$ cat src/rtl/core/tct_pkg.sv
// shared types and constants for the tcp connection tracker
`default_nettype none
package tct_pkg;

  localparam int TABLE_ENTRIES   = 1024;
  localparam int BYTE_COUNT_BITS = 48;
  localparam int IDX_W           = $clog2(TABLE_ENTRIES);
  localparam int PTR_W           = IDX_W + 1;
  localparam int KEY_W           = 96;
  localparam int EXP_W           = 11;
  localparam int QUEUE_DEPTH     = 2;
  localparam logic [PTR_W-1:0] NONE_PTR = PTR_W'(TABLE_ENTRIES);
  localparam logic [31:0]      TIMEOUT_RESET = 32'd7200;

  // result status codes
  typedef enum logic [2:0] {
    ST_IGNORED = 3'd0,
    ST_CREATED = 3'd1,
    ST_UPDATED = 3'd2,
    ST_CLOSED  = 3'd3,
    ST_FULL    = 3'd4,
    ST_SWEEP   = 3'd5
  } status_t;

  // classified command handed from front to back
  typedef struct packed {
    logic             sweep;
    logic [KEY_W-1:0] key;
    logic [15:0]      up_len;
    logic [15:0]      dn_len;
    logic             syn_ack;
    logic             close;
    logic             pay_nz;
    logic [31:0]      now;
  } cmd_t;

  // back end sequencer states
  typedef enum logic [3:0] {
    S_CLEAR,
    S_IDLE,
    S_SCAN,
    S_DECIDE,
    S_UPD_WR,
    S_CREATE1,
    S_CREATE2,
    S_UNL_WR,
    S_SW_CHK,
    S_SW_CMP,
    S_OUT
  } eng_state_t;

endpackage
`default_nettype wire

$ cat src/rtl/core/tct_queue.sv
// short command queue between front and back
`default_nettype none
module tct_queue import tct_pkg::*; (
  input  wire logic clk,
  input  wire logic rst_n,
  input  wire logic push_valid,
  output logic      push_ready,
  input  cmd_t      push_cmd,
  output logic      pop_valid,
  input  wire logic pop,
  output cmd_t      pop_cmd
);

  localparam int QP_W = $clog2(QUEUE_DEPTH);
  localparam int QC_W = $clog2(QUEUE_DEPTH + 1);

  cmd_t             slot_r [QUEUE_DEPTH];
  logic [QP_W-1:0]  wr_ptr_r;
  logic [QP_W-1:0]  rd_ptr_r;
  logic [QC_W-1:0]  count_r;
  logic             do_push;
  logic             do_pop;

  assign push_ready = (count_r != QC_W'(QUEUE_DEPTH));
  assign pop_valid  = (count_r != '0);
  assign pop_cmd    = slot_r[rd_ptr_r];
  assign do_push    = push_valid & push_ready;
  assign do_pop     = pop & pop_valid;

  // storage
  always_ff @(posedge clk) begin
    if (do_push) begin
      slot_r[wr_ptr_r] <= push_cmd;
    end
  end

  // pointers and fill count
  always_ff @(posedge clk) begin
    if (!rst_n) begin
      wr_ptr_r <= '0;
      rd_ptr_r <= '0;
      count_r  <= '0;
    end else begin
      if (do_push) begin
        wr_ptr_r <= (wr_ptr_r == QP_W'(QUEUE_DEPTH - 1)) ? '0 : wr_ptr_r + 1'b1;
      end
      if (do_pop) begin
        rd_ptr_r <= (rd_ptr_r == QP_W'(QUEUE_DEPTH - 1)) ? '0 : rd_ptr_r + 1'b1;
      end
      if (do_push && !do_pop) begin
        count_r <= count_r + 1'b1;
      end else if (do_pop && !do_push) begin
        count_r <= count_r - 1'b1;
      end
    end
  end

endmodule
`default_nettype wire

$ cat config.mk
export PLATFORM = sky130hd
export DESIGN_NAME = tct_queue
export DESIGN_NICKNAME = d
export VERILOG_FILES = /design/src/rtl/core/tct_pkg.sv /design/src/rtl/core/tct_queue.sv
export SDC_FILE = /design/constraint.sdc
export NUM_CORES = 1
export LEC_CHECK = 0
export CELL_PAD_IN_SITES_DETAIL_PLACEMENT = 0
export CELL_PAD_IN_SITES_GLOBAL_PLACEMENT = 1
export CORE_MARGIN = 1.5
export CORE_UTILIZATION = 50
export CTS_CLUSTER_SIZE = 28
export DETAILED_ROUTE_END_ITERATION = 6
export DONT_BUFFER_PORTS = 1
export HOLD_SLACK_MARGIN = 0.08
export PLACE_DENSITY_LB_ADDON = 0.1
export SYNTH_ARGS = -nofsm -noshare
export SYNTH_HDL_FRONTEND = slang
export SYNTH_SLANG_ARGS = --single-unit
$ cat constraint.sdc
create_clock -name clk -period 7.29 [get_ports clk]
set_clock_uncertainty 0.05 [all_clocks]
set_input_delay 0.729 -clock clk [delete_from_list [all_inputs] [get_ports clk]]
set_output_delay 0.729 -clock clk [all_outputs]
set_load 0.03 [all_outputs]
-- Word-level counts from Yosys, hierarchy flattened
Memory sizes are Yosys's and may differ from the RTL's. A register that Yosys moved wholly into a read port is not among the register bits.
Cells that the tools add are included.
- $add $sub $neg: 4
- bitwise operators: 2
- reductions and logical operators: 6
- equal/unequal tests: 1
- muxes and demuxes: 8
- operators by type and width (cell ; count):
    1-bit two-way mux ; 6
    2-bit two-way mux ; 2
    2-bit nonzero test ; 2
    1-bit adder (second input constant) ; 2
    2-bit by 1-bit adder with 2-bit output (second input constant) ; 1
    1-bit AND ; 2
    1-bit logical AND ; 2
    1-bit zero test ; 2
    2-bit inequality test (second input constant) ; 1
    2-bit by 1-bit subtractor with 2-bit output (second input constant) ; 1
- bits in registers: 4
- RAM bits: 328
- word-level logic and storage cells: 25
- bits of input ports: 168
- memories kept: 1
- memory list (memory ; depth ; width ; rd ports ; clocked after Yosys merged registers in ; wr ports ; RTL line ; RTL):
    slot_r ; 2 ; 164 ; 1 ; 1 ; 1 ; tct_queue.sv:17 ; cmd_t slot_r [QUEUE_DEPTH];

-- Depth between registers and ports, before layout
- depth after elaboration: 6
- gate-level depth with buffers: 6

-- Worst setup path before layout
Ideal clock, no wire load.
- kind: input to register
- start: in push_valid
- end: mem slot_r[1][0] (netlist name), enable pin
- path buffers: 0
- stages: 1
- data arrival time: 4.537 ns
- setup slack: 2.159 ns
- cells stage by stage: and3_1
- cells in the longest elaborated chain, start to end: 3
- RTL lines (item ; RTL line ; RTL):
    start: declaration ; tct_queue.sv:6 ; input wire logic push_valid,
    1-bit AND ; tct_queue.sv:27 ; assign do_push = push_valid & push_ready;
    1-bit two-way mux ; tct_queue.sv:32 ; if (do_push) begin
    1-bit two-way mux (implied by the code) ; tct_queue.sv:33 ; slot_r[wr_ptr_r] <= push_cmd;
    end: declaration ; tct_queue.sv:17 ;
Every way passes these cells.

==> run metrics <==
ANT cells 0; final hold vios 0; status complete, no violations; minimum clock period 3.95 ns; PD cells 407 mW/mm2; Comb pwr share 23.6%; ys flop type edfxtp_1; Placeable Area 0.0236 mm2; hold path startpoint push_cmd[21]; Reg clk slew, reported paths 0.06 ns; max frequency 253 MHz; Hold Buf Count CTS 0; Critical Path End Type output port; Crit Reg-Reg Endpoint slot_r[0][140]$_DFFE_PP_; Crit Path Max Fanout 94; Yosys top cell area share 81.2%; syn_nets 703; die area 0.0252 mm2; most frequent cells in the layout edfxtp_1 (328), mux2_2 (164), clkbuf_16 (37); layout cells sized above 1 37.9%; post-synthesis async set-or-reset flop share 0%; per-cell routed wire length 24.8 um; Max Cap Violations 0; synthesized cell area 0.0121 mm2; Longest Clk Path Bufs 3; type of the worst setup path register to output port; Die Y 159 um; post-synth top area cell edfxtp_1; sequential cell area fraction in the yosys report 82.0%; post-CTS setup buffer count 0; Req. time, crit path 6.51 ns; Post-route DRC 0; Post-synth EDFFs 328; Min-Delay Endpoint slot_r[0][21]$_DFFE_PP_; global-route wire length before repair 33100 um; Final period util 54.2%; Yosys reg bits 333; largest net degree at the start of global routing 95; Clock Latency Late Sink 0.50 ns; slew margin rel. 14.4%; hold depth 0; post-cts gate resize count 0; Cells after DPL 839; Sw Ratio 31.6%; CTS Sinks 333; Setup TNS 0 ns; RSZ-0062 raised after global routing no; crit path DAT 3.17 ns; 1st-iter DRT viols 302; Yosys warning count 0; antenna violations before repair 0; Detailed Route WL 22400 um; HPWL after detailed placement 14800 um; antenna viol nets, final 0; I/O pins 334; average size of a mapped cell 22.7 um2; clock share of power 30.2%; maximum vdd drop 214 uV; H-tree levels 2; post-route insts no fill 900; I/O Buffers 0; vias in the first global route 5328; Tightest Hold Check Type primary input to register; Nets 726; sequential power share 46.1%; commonest non-fill, non-tap cell in the layout edfxtp_1; global route overflow 0; Slew @ Worst Pin 1.28 ns; R2R Setup Slk 4.29 ns; Psw 1.73 mW; Distinct cells, synth 20; CTS root buf clkbuf_16; # rows 56; internal power 3.75 mW; Area Overhead vs Synth 10.9%; drt first pass iters 4; GPL Wtd Cong 0.763; via/cell ratio 5.45; Cells after Synth 534; CTS buffer count 35; CP Launch Type register; RR Startpoint count_r[0]$_SDFFE_PN0P_; CTS tree yes; max-slew violation count 0; synth top area cells edfxtp_1 (81%), mux2_2 (15%), buf_6 (1.5%); Chip Width 159 um; gr usage total 17.5%; path depth of the worst reg2reg path 4; Leak 4.31 nW; final setup vio count 0; DR vias 4903; Starting Density 51.4%
==> metrics by stage <==
step,worst slack [ns],hold WS (ns),utilization [%],cell area (um2),power (mW)
floorplan,2.16,0.462,-,12100,3.78
global placement,3.94,0.475,52.4,12400,3.86
detailed placement,3.85,0.504,52.4,12400,3.88
CTS,3.31,0.246,57.0,13500,5.54
global route,3.15,0.247,57.0,13500,5.67
finish,3.34,0.269,57.0,13500,5.48
==> cell usage after synthesis (2+ instances only) <==
cell type and instances:
edfxtp_1 328, mux2_2 164, buf_6 16, dfxtp_1 5, and2_1 4, buf_4 2, xnor2_1 2
==> flip-flops by register name (all words and copies together), names as in the netlist, named ones only <==
register and cells:
slot_r 328, count_r 2, wr_ptr_r 1, rd_ptr_r 1
==> power groups by stage <==
stage | Clock, mW | Combinational, mW | Sequential (mW)
3_3_place_gp | 0 | 1.30 | 2.56
6_report | 1.66 | 1.29 | 2.53
5_1_grt | 1.76 | 1.35 | 2.55
3_5_place_dp | 0 | 1.32 | 2.57
2_1_floorplan | 0 | 1.27 | 2.51
4_1_cts | 1.69 | 1.32 | 2.53
==> layout make-up <==
cell class,instances,area (um2)
repair buffers,4,30.0
inverters,1,8.76
clock inverters,15,118
flip-flops and latches,333,9950
clock buffers,46,960
multi-input cells,182,1990
well taps,319,399
fillers,1785,10200
==> how the worst max path moves through the flow <==
| stage | startpoint | to | slack, ns | depth (start not counted) |
|---|---|---|---|---|
| after floorplan | push_valid | slot_r[1][0]$_DFFE_PP_ | 2.16 | 1 |
| after global placement | register | pop_cmd[2] | 3.94 | 2 |
| after detailed placement | register | pop_cmd[109] | 3.85 | 2 |
| after CTS | register | pop_cmd[109] | 3.31 | 2 |
| after global routing | register | pop_cmd[82] | 3.15 | 2 |
| final | register | pop_cmd[74] | 3.34 | 2 |
==> per-layer routing <==
metal	track usage, %	share of wire [%]	up-vias
met3	9.25	12	55
met5	0	0	-
met2	30.2	51	244
met1	17.7	33	2432
li1	-	-	2172
met4	6.80	3.2	0
==> cells by family after synthesis <==
logic type | Yosys count | synth area share (%)
AND/OR/NAND/NOR | 9 | 0.536
buffers and inverters | 19 | 1.64
XOR/XNOR | 3 | 0.217
flip-flops | 333 | 82.0
adder cells (fa/ha/maj) | 1 | 0.103
multiplexers | 164 | 15.2
AO/OA/AOI/OAI | 5 | 0.289
==> worst max-delay path: stages, from the launching register on <==
cell and delay (ns):
dfxtp_4 1.10, buf_4 0.80, mux2_2 0.51
Power figures use the tool's default switching activity.
