## src/rtl/core/tct_pkg.sv

```systemverilog
// shared types and constants for the tcp connection tracker
`default_nettype none
package tct_pkg;

  localparam int TABLE_ENTRIES   = 1024;
  localparam int BYTE_COUNT_BITS = 48;
  localparam int IDX_W           = $clog2(TABLE_ENTRIES);
  localparam int PTR_W           = IDX_W + 1;
  localparam int KEY_W           = 96;
  localparam int EXP_W           = 11;
  localparam int QUEUE_DEPTH     = 2;
  localparam logic [PTR_W-1:0] NONE_PTR = PTR_W'(TABLE_ENTRIES);
  localparam logic [31:0]      TIMEOUT_RESET = 32'd7200;

  // result status codes
  typedef enum logic [2:0] {
    ST_IGNORED = 3'd0,
    ST_CREATED = 3'd1,
    ST_UPDATED = 3'd2,
    ST_CLOSED  = 3'd3,
    ST_FULL    = 3'd4,
    ST_SWEEP   = 3'd5
  } status_t;

  // classified command handed from front to back
  typedef struct packed {
    logic             sweep;
    logic [KEY_W-1:0] key;
    logic [15:0]      up_len;
    logic [15:0]      dn_len;
    logic             syn_ack;
    logic             close;
    logic             pay_nz;
    logic [31:0]      now;
  } cmd_t;

  // back end sequencer states
  typedef enum logic [3:0] {
    S_CLEAR,
    S_IDLE,
    S_SCAN,
    S_DECIDE,
    S_UPD_WR,
    S_CREATE1,
    S_CREATE2,
    S_UNL_WR,
    S_SW_CHK,
    S_SW_CMP,
    S_OUT
  } eng_state_t;

endpackage
`default_nettype wire

```

## src/rtl/core/tct_front.sv

```systemverilog
// front end: normalizes the connection key and classifies the item
`default_nettype none
module tct_front import tct_pkg::*; (
  input  wire logic        action,
  input  wire logic [31:0] src_addr,
  input  wire logic [31:0] dst_addr,
  input  wire logic [15:0] src_port,
  input  wire logic [15:0] dst_port,
  input  wire logic        flag_syn,
  input  wire logic        flag_ack,
  input  wire logic        flag_rst,
  input  wire logic        flag_fin,
  input  wire logic [15:0] payload_len,
  input  wire logic [31:0] now_time,
  output cmd_t             cmd
);

  logic hi_first;

  // higher or equal port leads the key
  assign hi_first = (src_port >= dst_port);

  always_comb begin
    cmd.sweep   = action;
    cmd.key     = hi_first ? {src_addr, dst_addr, src_port, dst_port}
                           : {dst_addr, src_addr, dst_port, src_port};
    cmd.up_len  = hi_first ? payload_len : 16'd0;
    cmd.dn_len  = hi_first ? 16'd0 : payload_len;
    cmd.syn_ack = flag_syn & flag_ack;
    cmd.close   = flag_rst | flag_fin;
    cmd.pay_nz  = (payload_len != 16'd0);
    cmd.now     = now_time;
  end

endmodule
`default_nettype wire

```

## config.mk

```make
export PLATFORM = sky130hd
export DESIGN_NAME = tct_front
export DESIGN_NICKNAME = d
export VERILOG_FILES = /design/src/rtl/core/tct_pkg.sv /design/src/rtl/core/tct_front.sv
export SDC_FILE = /design/constraint.sdc
export NUM_CORES = 1
export LEC_CHECK = 0
export ABC_AREA = 1
export ABC_CLOCK_PERIOD_IN_PS = 1400
export BUFFER_PORTS_ARGS = -buffer_cell sky130_fd_sc_hd__buf_2
export CAP_MARGIN = 20
export CORE_AREA = 2 2 122 124
export DETAILED_ROUTE_END_ITERATION = 12
export DIE_AREA = 0 0 124 126
export PLACE_DENSITY = 0.54
export SLEW_MARGIN = 10
export SYNTH_ARGS = -nofsm -noshare
export SYNTH_HDL_FRONTEND = slang
export SYNTH_SLANG_ARGS = --single-unit
```

## constraint.sdc

```tcl
create_clock -name vclk -period 1.4
set_input_delay 0.07 -clock vclk [all_inputs]
set_output_delay 0.07 -clock vclk [all_outputs]
set_load 0.05 [all_outputs]
```

# --- After elaboration in Yosys (flattened, before gate mapping) ---
# Index checks and enable logic that the tools add are counted.
totals:
  wordCells: 7
  output_inout_bits: 164
  regBits: 0
  inputBits: 149
op_classes:
  muxes: 3
  n_lt_le_gt_ge: 1
  reduce_logical: 1
  bitwise_logic: 2
op_table:
  columns: ["cell", "n"]
  rows:
  - ["96-bit 2-to-1 mux", 1]
  - ["16-bit 2-to-1 mux", 2]
  - ["16-bit greater-or-equal comparator", 1]
  - ["16-bit nonzero test", 1]
  - ["1-bit bitwise AND", 1]
  - ["1-bit bitwise OR", 1]

# --- Logic depth before layout (Yosys ltp) ---
# Gate-level depths: netlist of run 1.
depth:
  ltp_word: 2
  depth_mapped: 15

# --- Worst setup path before layout of run 1 ---
# OpenSTA, ideal clock, no wires.
synth_timing:
  path_kind: "input -> output"
  from: "in dst_port[3]"
  to: "out cmd[56] (netlist name)"
  path_stages: 12
  path_slack_ps: -534
  t_required_ps: 1330
  arrival_time_ps: 1864
  cell_sequence: "inv_1 ha_1 nand2_1 nor2_1 nor2_1 nand2_1 nand2_1 nand2_1 nand2_2 buf_4 buf_2 a21oi_1"
synth_lines:
  columns: ["element", "line", "source"]
  rows:
  - ["start: declaration", "tct_front.sv:8", "input wire logic [15:0] dst_port,"]
  - ["end: declaration", "tct_front.sv:15", "output cmd_t cmd"]

==> out/metrics.cfg, run 1 <==
[min_path]
holdCritPathClass=in2out

[power]
swShare_pct=58.8
intPower_mw=2.41
power.switching_mw=3.45
powerDensity_nw_per_um2=794
ir_drop_uv=431
clockPowerShare_pct=0
power.share.sequential_pct=0
leakage_nw=3.73
combPwrFrac_pct=100.0

[die]
die_y_um=126
std_cell_rows=44
die_area_um2=15600
pin_count=313
initial_core_util_pct=16.3
core_area_um2=14300
die_w_um=124

[sta]
setup_viol=128
timing.final.crit_share_pct=129
final.setup.worst_slack_ps=-406
tightest_slew_ps=433
slew_headroom_pct=70.9
finalHoldViolCount=0
setup_tns_ps=-44180
maxSlewViolCount=0
max_freq_mhz=554
rsz0062_at_grt=yes
layout_min_cycle_time_ps=1810

[worst_setup_path]
cp_max_fo=5
start_kind=input port
cp.required_ps=1330
path_class=in2out
arrival_ps=1740
cp-end-kind=primary output

[route]
final_antenna_net_count=0
via_per_inst=4.60
wl_per_cell_um=16.4
routed-via-count=4218
first_pass_iters=4
initialDrtViolationCount=160
wl_um=15000
drc=0

[final_layout]
finish.utilization_pct=51.6
nets=900
layout-drive-gt1-share_pct=77.8
syn_to_final_growth_pct=217
final_common_cell=nand2_4
fillers=1286
design_area_um2=7380
sequential_cell_total=0
antenna_cells=0
clock_buffers=0
final_cell_mix=nand2_4 (128), buf_2 (100), buf_8 (78), nand3_1 (76), buf_6 (61)
ff_latch_area_um2=0

[placed_design]
placed_area_um2=4930
gp_congestion=0.781
preCtsSetupSlack_ps=-556
io_buffers=247
dp_hpwl_um=9210

[grt]
grt_antenna_before_repair=0
grt_start_max_net_pins=55
overflow=0
first_global_vias=4050
grt_pass1_wl_um=20500
grt_use_total_pct=16.1

[yosys]
synth_top_area_share_pct=33.5
ys_types=19
synth_area_leaders=nand2_1 (33%), nand3_1 (21%), buf_4 (14%), ha_1 (8.6%), inv_1 (6.0%)
synth.net_count=647
synth_area_um2=2330
postSynthAreaPerCell_um2=4.84
yosysSeqAreaShare_pct=0
synthCells=482
yosysTopAreaCell=nand2_1
yosysWarningCount=0

[clock_tree]
cts_hold_buf=0

[status]
failed_checks=setup timing
outcome=finished with violations

[run]
maxCapViolations=0

-- critical path, stage by stage --
cell and delay, ps:
buf_12 90, inv_12 30, ha_4 240, nand2_4 60, nor2_2 40, nor2_1 90
nand2_1 60, nand2_1 60, nand2_2 70, nand2_4 160, nand2_8 100, buf_8 150
buf_16 140, buf_8 140, nor2_4 90, buf_8 150
-- power by group through the flow --
stage	sequential, mW	combinational [mW]	clock (mW)
6_report	0	5.86	0
5_1_grt	0	6.12	0
4_1_cts	0	5.48	0
3_5_place_dp	0	4.07	0
3_3_place_gp	0	4.07	0
2_1_floorplan	0	3.35	0
-- kinds of logic (layout without fill, tap and decap cells) --
logic type,count (synthesis),count (layout),share of synthesized area [%]
buffers and inverters,106,356,25.3
AO/OA/AOI/OAI,26,26,6.17
adder cells (fa/ha/maj),16,16,8.58
AND/OR/NAND/NOR,334,335,59.9
-- final cells by class --
| class | instances | area (µm²) | area share, % |
|---|---|---|---|
| Tap cell | 184 | 230 | 3.12 |
| Timing Repair Buffer | 319 | 3540 | 47.9 |
| Inverter | 37 | 169 | 2.29 |
| Multi-Input combinational cell | 377 | 3450 | 46.7 |
-- metrics by stage --
step | instances | total power, mW | hold slack, ps
2_1_floorplan | 482 | 3.35 | 307
3_3_place_gp | 890 | 4.07 | 140
3_5_place_dp | 890 | 4.07 | 140
4_1_cts | 912 | 5.48 | 140
5_1_grt | 917 | 6.12 | 140
6_report | 917 | 5.86 | 140
-- timing repair --
action                                  4_1_cts  5_1_grt
buffers inserted                             11        2
endpoints found under the setup margin      128      128
resized for setup                           394      147
hold endpoints to repair                      0        0
gates cloned                                 12        7
pin swaps                                    13       19
-- worst paths after layout --
path | startpoint | to | slack, ps | cells past startpoint
worst max-delay path | dst_port[3] | cmd[44] | -410 | 16
worst min-delay path | now_time[11] | cmd[11] | 140 | 0
-- cell usage after synthesis (all sizes together) --
library cell	instances
nor4	4
nand4	2
nor2	20
clkbuf	5
o21a	1
nand2	210
buf	64
a21oi	23
nand3	96
inv	37
or2	1
nor3	1
o21ai	2
ha	16
-- routing by layer --
metal,global-route usage [%],routed length (µm),up-vias
met5,0,0,-
met4,2.31,308,0
li1,-,-,2014
met2,31.1,7910,200
met3,2.67,1180,30
met1,18.5,5620,1974
Note: power is estimated with default switching activity, not from simulation.
==> inputs of run 2 (changes only) <==
Settings changed: PLACE_DENSITY 0.54 to not set.
==> run 2 against run 1 <==
Effect of this change:
- core utilization rose by 5.4 points
- the run still ends with setup timing left
- global-route usage up 2.3 points
- fmax fell by 1.7%
==> out/metrics.cfg, run 2 (same netlist as run 1, synthesis figures left out) <==
[final_layout]
antenna_cells=0  ; unchanged
final_cell_mix=nand2_4 (162), buf_8 (104), buf_2 (103), nand3_1 (67), buf_6 (45)  ; was nand2_4 (128), buf_2 (100), buf_8 (78), nand3_1 (76), buf_6 (61)
nets=916  ; was 900
sequential_cell_total=0  ; unchanged
finish.utilization_pct=57.0  ; was 51.6%
ff_latch_area_um2=0  ; unchanged
syn_to_final_growth_pct=250  ; was 217%
layout-drive-gt1-share_pct=84.1  ; was 77.8%
clock_buffers=0  ; unchanged
stdcell_count=933  ; was 917
final_common_cell=nand2_4  ; unchanged

[die]
die_y_um=126  ; unchanged
die_area_um2=15600  ; unchanged
die_w_um=124  ; unchanged
initial_core_util_pct=16.3  ; unchanged
core_area_um2=14300  ; unchanged
std_cell_rows=44  ; unchanged
pin_count=313  ; unchanged

[route]
first_pass_iters=4  ; unchanged
wl_per_cell_um=18.7  ; was 16.4 µm
via_per_inst=4.76  ; was 4.60
wl_um=17400  ; was 15000 µm
routed-via-count=4443  ; was 4218
final_antenna_net_count=0  ; unchanged
drc=0  ; unchanged
initialDrtViolationCount=136  ; was 160

[power]
powerDensity_nw_per_um2=785  ; was 794 nW/µm²
ir_drop_uv=455  ; was 431 µV
leakage_nw=4.14  ; was 3.73 nW

[grt]
overflow=0  ; unchanged
first_global_vias=4341  ; was 4050
grt_use_total_pct=18.3  ; was 16.1%
grt_pass1_wl_um=22700  ; was 20500 µm
grtUsageMet2_pct=35.8  ; was 31.1%
grt_antenna_before_repair=0  ; unchanged
grtUsageMet1_pct=21.0  ; was 18.5%
grt_most_used_layer=met2  ; unchanged
met3_usage_pct=2.40  ; was 2.67%
grt_start_max_net_pins=28  ; was 55

[sta]
slew_headroom_pct=75.7  ; was 70.9%
rsz0062_at_grt=yes  ; unchanged
maxSlewViolCount=0  ; unchanged
tightest_slew_ps=362  ; was 433 ps
setup_viol=128  ; unchanged
timing.final.crit_share_pct=131  ; was 129%
final.setup.worst_slack_ps=-437  ; was -406 ps
max_freq_mhz=544  ; was 554 MHz
finalHoldViolCount=0  ; unchanged
layout_min_cycle_time_ps=1840  ; was 1810 ps
setup_tns_ps=-48950  ; was -44180 ps

[status]
outcome=finished with violations  ; unchanged
failed_checks=setup timing  ; unchanged

[placed_design]
dpl.cell_count=896  ; was 890
io_buffers=247  ; unchanged
dp_hpwl_um=9130  ; was 9210 µm
gp_congestion=0.741  ; was 0.781

[worst_setup_path]
cp-end-kind=primary output  ; unchanged
arrival_ps=1770  ; was 1740 ps
start_kind=input port  ; unchanged
cp_max_fo=6  ; was 5
cp.required_ps=1330  ; about the same
path_class=in2out  ; unchanged

[run]
maxCapViolations=0  ; unchanged

[min_path]
holdCritPathClass=in2out  ; unchanged

[run 2: path summary, 6_finish.rpt]
kind	slack [ps]	cells past startpoint	from	endpoint
worst max-delay path	-440	13	dst_port[5]	cmd[45]
worst min-delay path	140	0	now_time[15]	cmd[15]
[run 2: metal layers]
layer	share of wire (%)	wire, µm	up-vias
li1	-	-	2066
met1	36	6260	2086
met2	54	9360	248
met3	6.5	1140	43
met4	3.7	645	0
met5	0	0	-
[run 2: timing repair]
action	CTS	global route
hold buffers	0	0
setup buffers	13	4
resized for setup	477	194
pin swaps	12	28
setup endpoints to repair	128	128
gates cloned	18	5
[run 2: critical path: stages]
cell     delay (ps)
buf_4           120
inv_2            50
ha_4            240
a21oi_2         120
o21a_1          140
nand2_2          90
nand2_8         150
nand2_8          90
buf_12          140
buf_16          150
buf_12          130
nor2_4          110
buf_8           150
[run 2: stage by stage]
| step | total power, mW | setup slack [ps] | instance area, µm² | hold WS, ps |
|---|---|---|---|---|
| after floorplan | 3.35 | -154 | 3470 | 307 |
| after global placement | 4.06 | -558 | 4980 | 140 |
| after detailed placement | 4.07 | -584 | 4980 | 140 |
| after CTS | 5.82 | -432 | 7220 | 140 |
| after global routing | 6.64 | -497 | 8160 | 140 |
| final | 6.40 | -437 | 8160 | 140 |
[run 2: final cells by class]
type	instances	area (µm²)
fillers	1165	6160
repair buffers	335	3940
multi-input cells	377	3820
well taps	184	230
inverters	37	171
[run 2: where the power goes]
part,switching [mW],internal [mW]
combinational,3.70,2.70
sequential,0,0
clock,0,0
==> inputs of run 3 (changes only) <==
Settings changed: RECOVER_POWER set to 100.
==> run 3 against run 2 <==
Effect of this change:
- the run still ends with setup timing left
- sequential cell count unchanged
- core utilization about the same
- setup slack is essentially flat
- non-clock buffer count unchanged
- combinational power about the same
- critical endpoint unchanged
- largest cell class unchanged
- largest power group unchanged
- highest routed layer unchanged
==> out/metrics.cfg, run 3 (same netlist as run 1, synthesis figures left out) <==
[status]
outcome=finished with violations  ; unchanged
failed_checks=setup timing  ; unchanged

[worst_setup_path]
cp.required_ps=1330  ; about the same
cp_max_fo=6  ; unchanged
cpPeakStageDelay_ps=240  ; about the same
arrival_ps=1770  ; about the same
crit_slowest_cell=ha_4  ; unchanged
critPathBufInv=6  ; unchanged
cp-end-kind=primary output  ; unchanged
cp_cell_sequence=buf_4 > inv_2 > ha_4 > a21oi_2 > o21a_1 > nand2_2 > nand2_8 > nand2_8 > buf_12 > buf_16 > buf_12 > nor2_4 > buf_8  ; unchanged
start_kind=input port  ; unchanged
path_class=in2out  ; unchanged
path_delay_family=buffers and inverters  ; unchanged

[route]
drc=0  ; unchanged
wl_um=17400  ; about the same
routed-via-count=4428  ; was 4443
initialDrtViolationCount=162  ; was 136
wl_per_cell_um=18.7  ; about the same
first_pass_iters=4  ; unchanged
via_per_inst=4.75  ; was 4.76
final_antenna_net_count=0  ; unchanged

[final_layout]
sequential_cell_total=0  ; unchanged
finish.utilization_pct=57.0  ; about the same
final_common_cell=nand2_4  ; unchanged
nets=916  ; unchanged
layout-drive-gt1-share_pct=83.8  ; was 84.1%
final_cell_mix=nand2_4 (162), buf_8 (104), buf_2 (100), nand3_1 (67), buf_6 (45)  ; was nand2_4 (162), buf_8 (104), buf_2 (103), nand3_1 (67), buf_6 (45)
clock_buffers=0  ; unchanged
antenna_cells=0  ; unchanged
ff_latch_area_um2=0  ; unchanged
syn_to_final_growth_pct=250  ; about the same

[sta]
final.setup.worst_slack_ps=-437  ; about the same
setup_tns_ps=-49520  ; was -48950 ps
layout_min_cycle_time_ps=1840  ; about the same
rsz0062_at_grt=yes  ; unchanged
timing.final.crit_share_pct=131  ; about the same
tightest_slew_ps=586  ; was 362 ps
finalHoldViolCount=0  ; unchanged
slew_headroom_pct=61.1  ; was 75.7%
max_freq_mhz=544  ; about the same
maxSlewViolCount=0  ; unchanged
setup_viol=128  ; unchanged

[grt]
first_global_vias=4341  ; unchanged
grt_start_max_net_pins=28  ; unchanged
grt_pass1_wl_um=22700  ; unchanged
grt_use_total_pct=18.3  ; unchanged
overflow=0  ; unchanged
grt_antenna_before_repair=0  ; unchanged

[die]
die_y_um=126  ; unchanged
std_cell_rows=44  ; unchanged
die_area_um2=15600  ; unchanged
pin_count=313  ; unchanged
core_area_um2=14300  ; unchanged
initial_core_util_pct=16.3  ; unchanged
die_w_um=124  ; unchanged

[placed_design]
io_buffers=247  ; unchanged
dp_hpwl_um=9130  ; unchanged
preCtsSetupSlack_ps=-584  ; unchanged
gp_congestion=0.741  ; unchanged

[power]
leakage_nw=4.13  ; was 4.14 nW
powerDensity_nw_per_um2=785  ; about the same
ir_drop_uv=455  ; about the same

[run]
maxCapViolations=0  ; unchanged

[min_path]
holdCritPathClass=in2out  ; unchanged

[clock_tree]
cts_hold_buf=0  ; unchanged

-- run 3: cell count changes in the layout (fill, tap and decap cells not counted), sizes merged --
| cell | before | now |
|---|---|---|
| clkbuf | 5 | 8 |
| buf | 330 | 327 |
-- run 3: area by class of cell --
cell class	instances	area [µm²]
fill	1167	6160
timing repair buffer	335	3940
multi-input combinational	377	3820
inverter	37	171
tap	184	230
-- run 3: worst paths after layout --
path,startpoint,endpoint,slack [ps],depth (start not counted)
setup / recovery,dst_port[5],cmd[45],-440,13
hold / removal,now_time[15],cmd[15],140,0
-- run 3: what timing repair did --
item | in CTS | in global routing
endpoints found under the setup margin | 128 | 128
setup buffers | 13 | 4
pin swaps | 12 | 28
cloned | 18 | 5
resized for setup | 477 | 194
-- run 3: report_power, final --
group / switching [mW] / total, mW / leakage, nW / internal (mW)
combinational: 3.70 / 6.40 / 4.13 / 2.70
clock: 0 / 0 / 0 / 0
sequential: 0 / 0 / 0 / 0
-- run 3: per-layer routing --
layer	track usage, %	wire length, µm	vias to the layer above
li1	-	-	2065
met1	21.0	6270	2075
met2	35.8	9370	245
met3	2.40	1130	43
met4	2.84	644	0
met5	0	0	-
-- run 3: through the flow --
stage | instance area, µm² | total power [mW] | hold slack [ps] | std cells
finish | 8150 | 6.40 | 140 | 933
global route | 8150 | 6.64 | 140 | 933
detailed placement | 4980 | 4.07 | 140 | 896
global placement | 4980 | 4.06 | 140 | 896
floorplan | 3470 | 3.35 | 307 | 482
CTS | 7220 | 5.82 | 140 | 926
